### config.mk
export PLATFORM = sky130hd
export DESIGN_NAME = control_state_frame_parser
export DESIGN_NICKNAME = d
export VERILOG_FILES = /design/src/rtl/core/csfp_pkg.sv /design/src/rtl/core/control_state_frame_parser.sv
export SDC_FILE = /design/constraint.sdc
export NUM_CORES = 1
export LEC_CHECK = 0
export BUFFER_PORTS_ARGS = -buffer_cell sky130_fd_sc_hd__buf_2
export CAP_MARGIN = 20
export CELL_PAD_IN_SITES_DETAIL_PLACEMENT = 0
export CELL_PAD_IN_SITES_GLOBAL_PLACEMENT = 1
export CORE_ASPECT_RATIO = 0.9
export CORE_MARGIN = 8
export CORE_UTILIZATION = 40
export CTS_CLUSTER_SIZE = 40
export DETAILED_ROUTE_END_ITERATION = 10
export GPL_TIMING_DRIVEN = 1
export PLACE_DENSITY = 0.68
export SLEW_MARGIN = 20
export SYNTH_ARGS = -nofsm -noshare
export SYNTH_HDL_FRONTEND = slang
export SYNTH_SLANG_ARGS = --single-unit
### constraint.sdc
create_clock -name clk -period 3.95 [get_ports clk]
set_clock_uncertainty 0.05 [all_clocks]
set_input_delay 0.395 -clock clk [delete_from_list [all_inputs] [get_ports clk]]
set_output_delay 0.395 -clock clk [all_outputs]
set_load 0.02 [all_outputs]
### src/rtl/core/csfp_pkg.sv
// Constants shared by the control state frame parser.
`timescale 1ns / 1ps
`default_nettype none
package csfp_pkg;

  localparam int BUTTON_COUNT_DEF = 16;
  localparam int MASK_W           = 16;
  localparam int POS_W            = 4;

  // byte positions inside a frame
  localparam logic [POS_W-1:0] POS_OPEN    = 4'd0;
  localparam logic [POS_W-1:0] POS_DRIVE   = 4'd1;
  localparam logic [POS_W-1:0] POS_DTENS   = 4'd2;
  localparam logic [POS_W-1:0] POS_DONES   = 4'd3;
  localparam logic [POS_W-1:0] POS_SEP1    = 4'd4;
  localparam logic [POS_W-1:0] POS_TURN    = 4'd5;
  localparam logic [POS_W-1:0] POS_TTENS   = 4'd6;
  localparam logic [POS_W-1:0] POS_TONES   = 4'd7;
  localparam logic [POS_W-1:0] POS_SEP2    = 4'd8;
  localparam logic [POS_W-1:0] POS_BUTTONS = 4'd9;

  // error codes
  localparam logic [2:0] ERR_NONE    = 3'd0;
  localparam logic [2:0] ERR_BRACKET = 3'd1;
  localparam logic [2:0] ERR_DLETTER = 3'd2;
  localparam logic [2:0] ERR_DDIGIT  = 3'd3;
  localparam logic [2:0] ERR_SEP1    = 3'd4;
  localparam logic [2:0] ERR_TLETTER = 3'd5;
  localparam logic [2:0] ERR_TDIGIT  = 3'd6;
  localparam logic [2:0] ERR_SEP2    = 3'd7;

  // direction codes
  localparam logic [2:0] DIR_START = 3'd0;
  localparam logic [2:0] DIR_FWD   = 3'd1;
  localparam logic [2:0] DIR_BACK  = 3'd2;
  localparam logic [2:0] DIR_STOP  = 3'd3;
  localparam logic [2:0] DIR_NONE  = 3'd4;

  // characters
  localparam logic [7:0] CH_S     = 8'h53;
  localparam logic [7:0] CH_X     = 8'h58;
  localparam logic [7:0] CH_F     = 8'h46;
  localparam logic [7:0] CH_B     = 8'h42;
  localparam logic [7:0] CH_P     = 8'h50;
  localparam logic [7:0] CH_L     = 8'h4C;
  localparam logic [7:0] CH_R     = 8'h52;
  localparam logic [7:0] CH_A     = 8'h61;
  localparam logic [7:0] CH_HASH  = 8'h23;
  localparam logic [7:0] CH_OPEN  = 8'h28;
  localparam logic [7:0] CH_CLOSE = 8'h29;
  localparam logic [7:0] CH_ZERO  = 8'h30;
  localparam logic [7:0] CH_NINE  = 8'h39;

  typedef struct packed {
    logic [MASK_W-1:0] button_mask;
    logic [6:0]        turn_power;
    logic [2:0]        turn_dir;
    logic [6:0]        drive_power;
    logic [2:0]        drive_dir;
    logic [2:0]        error_code;
    logic              frame_valid;
  } result_t;

endpackage
`default_nettype wire

### src/rtl/core/control_state_frame_parser.sv
// Top level: byte-wise parser of remote-control state frames.
// The result of a frame appears on m_tvalid in the cycle after its last word is accepted.
// Throughput: one word per cycle; a last word stalls only while a result waits unread.
// The per-word check and state update sit between the input and the result register.
// Reset (rst, synchronous) clears the frame state and drops m_tvalid.
`timescale 1ns / 1ps
`default_nettype none
module control_state_frame_parser #(
  parameter int BUTTON_COUNT = csfp_pkg::BUTTON_COUNT_DEF
) (
  input  wire logic        clk,
  input  wire logic        rst,
  input  wire logic        s_tvalid,
  output      logic        s_tready,
  input  wire logic [7:0]  s_tdata,   // [7:0] frame_byte
  input  wire logic        s_tlast,   // frame_end
  output      logic        m_tvalid,
  input  wire logic        m_tready,
  output      logic [39:0] m_tdata    // [0] frame_valid, [3:1] error_code, [6:4] drive_dir,
                                      // [13:7] drive_power, [16:14] turn_dir,
                                      // [23:17] turn_power, [39:24] button_mask
);
  import csfp_pkg::*;

  localparam logic [7:0] BUTTON_END = 8'(int'(CH_A) + BUTTON_COUNT);

  logic [POS_W-1:0]  position, position_next;
  logic              open_seen, open_seen_next;
  logic [2:0]        first_error, first_error_next;
  logic [2:0]        drive_code, drive_code_next;
  logic [3:0]        tens_digit, tens_digit_next;
  logic [6:0]        drive_level, drive_level_next;
  logic [2:0]        turn_code, turn_code_next;
  logic [6:0]        turn_level, turn_level_next;
  logic [MASK_W-1:0] buttons, buttons_next;
  result_t           result, result_next;

  logic       take;
  logic [7:0] ch;
  logic       is_digit;
  logic [6:0] level;
  logic [7:0] btn_idx;
  logic [2:0] err;

  assign ch       = s_tdata;
  assign take     = s_tvalid && s_tready;
  assign s_tready = !m_tvalid || m_tready || !s_tlast;
  assign is_digit = (ch >= CH_ZERO) && (ch <= CH_NINE);
  // tens*10 + ones
  assign level    = {tens_digit, 3'b000} + {2'b00, tens_digit, 1'b0} + {3'b000, ch[3:0]};
  assign btn_idx  = ch - CH_A;

  always_comb begin
    position_next    = (position < POS_BUTTONS) ? position + 4'd1 : position;
    open_seen_next   = open_seen;
    first_error_next = first_error;
    drive_code_next  = drive_code;
    tens_digit_next  = tens_digit;
    drive_level_next = drive_level;
    turn_code_next   = turn_code;
    turn_level_next  = turn_level;
    buttons_next     = buttons;
    case (position)
      POS_OPEN: begin
        open_seen_next = (ch == CH_OPEN);
      end
      POS_DRIVE: begin
        case (ch)
          CH_S:    drive_code_next = DIR_START;
          CH_F:    drive_code_next = DIR_FWD;
          CH_B:    drive_code_next = DIR_BACK;
          CH_X:    drive_code_next = DIR_STOP;
          CH_P:    drive_code_next = DIR_NONE;
          default: if (first_error == ERR_NONE) first_error_next = ERR_DLETTER;
        endcase
      end
      POS_DTENS, POS_TTENS: begin
        if (is_digit) begin
          tens_digit_next = ch[3:0];
        end else if (first_error == ERR_NONE) begin
          first_error_next = (position == POS_DTENS) ? ERR_DDIGIT : ERR_TDIGIT;
        end
      end
      POS_DONES: begin
        if (is_digit) drive_level_next = level;
        else if (first_error == ERR_NONE) first_error_next = ERR_DDIGIT;
      end
      POS_SEP1: begin
        if (ch != CH_HASH && first_error == ERR_NONE) first_error_next = ERR_SEP1;
      end
      POS_TURN: begin
        case (ch)
          CH_S:    turn_code_next = DIR_START;
          CH_L:    turn_code_next = DIR_FWD;
          CH_R:    turn_code_next = DIR_BACK;
          CH_X:    turn_code_next = DIR_STOP;
          CH_P:    turn_code_next = DIR_NONE;
          default: if (first_error == ERR_NONE) first_error_next = ERR_TLETTER;
        endcase
      end
      POS_TONES: begin
        if (is_digit) turn_level_next = level;
        else if (first_error == ERR_NONE) first_error_next = ERR_TDIGIT;
      end
      POS_SEP2: begin
        if (ch != CH_HASH && first_error == ERR_NONE) first_error_next = ERR_SEP2;
      end
      default: begin
        // letters past the mask width are accepted but leave no bit
        if (!s_tlast && ch >= CH_A && ch < BUTTON_END && btn_idx < 8'(MASK_W)) begin
          buttons_next[btn_idx[$clog2(MASK_W)-1:0]] = 1'b1;
        end
      end
    endcase

    // bracket errors override anything found on the way
    err = (!open_seen_next || ch != CH_CLOSE) ? ERR_BRACKET : first_error_next;
    result_next = '0;
    result_next.error_code  = err;
    result_next.frame_valid = (err == ERR_NONE);
    if (err == ERR_NONE) begin
      result_next.drive_dir   = drive_code_next;
      result_next.drive_power = drive_level_next;
      result_next.turn_dir    = turn_code_next;
      result_next.turn_power  = turn_level_next;
      result_next.button_mask = buttons_next;
    end
  end

  always_ff @(posedge clk) begin
    if (rst) begin
      position    <= POS_OPEN;
      open_seen   <= 1'b0;
      first_error <= ERR_NONE;
      drive_code  <= DIR_START;
      tens_digit  <= '0;
      drive_level <= '0;
      turn_code   <= DIR_START;
      turn_level  <= '0;
      buttons     <= '0;
    end else if (take) begin
      if (s_tlast) begin
        position    <= POS_OPEN;
        open_seen   <= 1'b0;
        first_error <= ERR_NONE;
        drive_code  <= DIR_START;
        tens_digit  <= '0;
        drive_level <= '0;
        turn_code   <= DIR_START;
        turn_level  <= '0;
        buttons     <= '0;
      end else begin
        position    <= position_next;
        open_seen   <= open_seen_next;
        first_error <= first_error_next;
        drive_code  <= drive_code_next;
        tens_digit  <= tens_digit_next;
        drive_level <= drive_level_next;
        turn_code   <= turn_code_next;
        turn_level  <= turn_level_next;
        buttons     <= buttons_next;
      end
    end
  end

  always_ff @(posedge clk) begin
    if (rst) begin
      m_tvalid <= 1'b0;
    end else if (take && s_tlast) begin
      m_tvalid <= 1'b1;
    end else if (m_tready) begin
      m_tvalid <= 1'b0;
    end
  end

  always_ff @(posedge clk) begin
    if (take && s_tlast) begin
      result <= result_next;
    end
  end

  assign m_tdata = result;

endmodule
`default_nettype wire

==> flow_metrics.env <==
export IMPL_fin_hold_ws_ns=0.2752
export IMPL_nNetsFinal=517
export IMPL_dieWidth_microns=126.8
export IMPL_power_density_nw_per_um2=397.4
export IMPL_grtUsageTotal_pct=15.18
export IMPL_grt_max_degree=38
export IMPL_htree_levels=3
export IMPL_synth_edff_count=40
export IMPL_mostFrequentLayoutCell="nor2_1"
export IMPL_netlist_area_sq_um=4415
export IMPL_grt_pass1_vias=3408
export IMPL_ctsHoldBuffers=0
export IMPL_timing_fmax_mhz=381.3
export IMPL_ir_drop_mv=0.2195
export IMPL_period_minus_slack_ns=2.623
export IMPL_synth_seq_cells=89
export IMPL_dr_pass1_iters=4
export IMPL_grt_setup_unrepaired="no"
export IMPL_worstPathMaxFanout=37
export IMPL_p_int_uw=1527
export IMPL_cp_end_kind="flip-flop"
export IMPL_wl_mm=10.67
export IMPL_setup_viol=0
export IMPL_cts_buffers=9
export IMPL_first_iter_violations=174
export IMPL_synth_area_per_cell_sq_um=9.856
export IMPL_initial_core_util_pct=40.84
export IMPL_postCtsSetupBuffers=0
export IMPL_overflow=0
export IMPL_cts_root_buf="clkbuf_16"
export IMPL_io_buffer_count=54
export IMPL_drc=0
export IMPL_antenna_found_initial=0
export IMPL_worst_ep_arrival_time_ns=2.75
export IMPL_cp_required_ns=4.08
export IMPL_seqCellArea_sq_um=2182
export IMPL_fillCellCount=1057
export IMPL_clock_sink_count=89
export IMPL_hold_violations=0
export IMPL_dp_hpwl_mm=7.559
export IMPL_period_share_pct=66.40
export IMPL_io_pins=55
export IMPL_yosysTopAreaCell="edfxtp_1"
export IMPL_diodes=0
export IMPL_drive_above_1_share_pct=18.59
export IMPL_cts_tree="done"
export IMPL_finalSetupTns_ns=0
export IMPL_clk_pin_slew_ns=0.07
export IMPL_synth_main_ff_cell="dfxtp_1"
export IMPL_crit_type="flip-flop to flip-flop"
export IMPL_vias=3467
export IMPL_synth_top_area_share_pct=27.20
export IMPL_routabilityCongestion=0.9119
export IMPL_ant_nets=0
export IMPL_final_cell_mix="nor2_1, buf_2, dfxtp_1"
export IMPL_maxSlewHeadroom_pct=45.27
export IMPL_synth_area_leaders="edfxtp_1, dfxtp_1, nor2_1, a21oi_1, mux2i_1"
export IMPL_seq_power_share_pct=48.6
export IMPL_multi_input_area_sq_um=2053
export IMPL_die_h_microns=115.7
export IMPL_hp_class="input pin to flip-flop"
export IMPL_synth_nets=475
export IMPL_synth_warning_count=0
export IMPL_grt_pass1_wl_mm=17.64
export IMPL_async_flop_share_pct=0
export IMPL_start_kind="flip-flop"
export IMPL_wl_per_cell_microns=16.98
export IMPL_tightest_slew_ns=0.8096
export IMPL_final_core_util_pct=46.76
export IMPL_ys_seq_area_share_pct=49.42
export IMPL_netlist_instances=448
export IMPL_pwr_share_comb_pct=7.2
export IMPL_report_final_slew_viol_count=0
export IMPL_total_power_uw=2009
export IMPL_area_delta_synth_final_pct=14.48
export IMPL_outcome="completed"
export IMPL_p_clk_share_pct=44.1
export IMPL_viasPerCell=5.521
export IMPL_ys_types=62
export IMPL_cts_resized_gates=0
export IMPL_swShare_pct=23.97
export IMPL_p_sw_uw=481.6
export IMPL_clk_path_buf_depth=2
export IMPL_min_path_cells=3
export IMPL_p_leak_uw=0.001849
export IMPL_clk_latency_ns=0.34
export IMPL_r2r_cells=8
export IMPL_die_area_sq_um=14660
export IMPL_drv_cap=0
export IMPL_placementRows=36
export IMPL_core_sq_um=10810
[power by group through the flow]
| stage | registers, uW | logic, uW | clock network [uW] |
|---|---|---|---|
| after global routing | 978 | 160 | 943 |
| after detailed placement | 998 | 147 | 0 |
| after floorplan | 1020 | 81.2 | 0 |
| after global placement | 997 | 146 | 0 |
| after CTS | 977 | 147 | 904 |
| final | 977 | 146 | 887 |
[cell families after synthesis]
logic type	count (synthesis)	share of synthesized area (%)
multiplexers	17	3.882
flip-flops	89	49.42
adder cells (fa/ha/maj)	14	4.307
AO/OA/AOI/OAI	107	16.10
buffers and inverters	40	4.250
XOR/XNOR	8	1.587
AND/OR/NAND/NOR	173	20.46
[critical path, cell delays in order, from the launching register on]
cell	delay, ns
dfxtp_1	0.39
inv_1	0.13
ha_1	0.30
nand3b_1	0.18
a211oi_1	0.10
a211oi_1	0.26
o31a_1	0.29
nand4_4	0.49
nor2_1	0.27
[cell usage after synthesis (all sizes together), types with 11 or more instances]
library cell  number
a21oi             38
a22oi             21
buf               11
clkbuf            14
dfxtp             49
edfxtp            40
ha                12
inv               15
mux2i             16
nand2             15
nor2              98
o21ai             12
[worst paths after layout]
check,start,end,slack [ns]
setup / recovery,position[0],m_tdata[14],1.33
hold / removal,m_tready,m_tvalid,0.28
setup reg to reg,position[0],m_tdata[14],1.33
hold reg to reg,buttons[2],buttons[2],0.42
[registers in the layout, summed over array words and instances (netlist names)]
signal,cells
buttons,16
open_seen,1
drive_code,3
first_error,3
tens_digit,4
drive_level,7
turn_level,7
turn_code,3
position,4
m_tvalid,1
m_tdata,40
[area by class of cell]
class | count | area share (%)
Clock buffer | 10 | 4.728
Inverter | 15 | 1.114
Timing Repair Buffer | 56 | 5.644
Tap cell | 133 | 3.292
Sequential cell | 89 | 43.17
Clock inverter | 6 | 1.436
Multi-Input combinational cell | 319 | 40.62
[metal layers]
metal	vias up	GRT usage (%)	part of all wire [%]	wire length, microns
li1	1707	-	-	-
met1	1659	20.81	50	5354
met2	91	22.95	43	4621
met3	10	3.956	5.2	550
met4	0	4.671	1.3	139
met5	-	0	0	0
[per-stage QoR]
stage / setup WS, ns / std cells / cell area, sq um
4_1_cts: 1.303 / 628 / 5055
5_1_grt: 1.024 / 628 / 5055
3_5_place_dp: 1.054 / 612 / 4743
2_1_floorplan: 0.1396 / 448 / 4415
3_3_place_gp: 1.108 / 612 / 4743
6_report: 1.327 / 628 / 5055
Note: power is estimated with default switching activity, not from simulation.
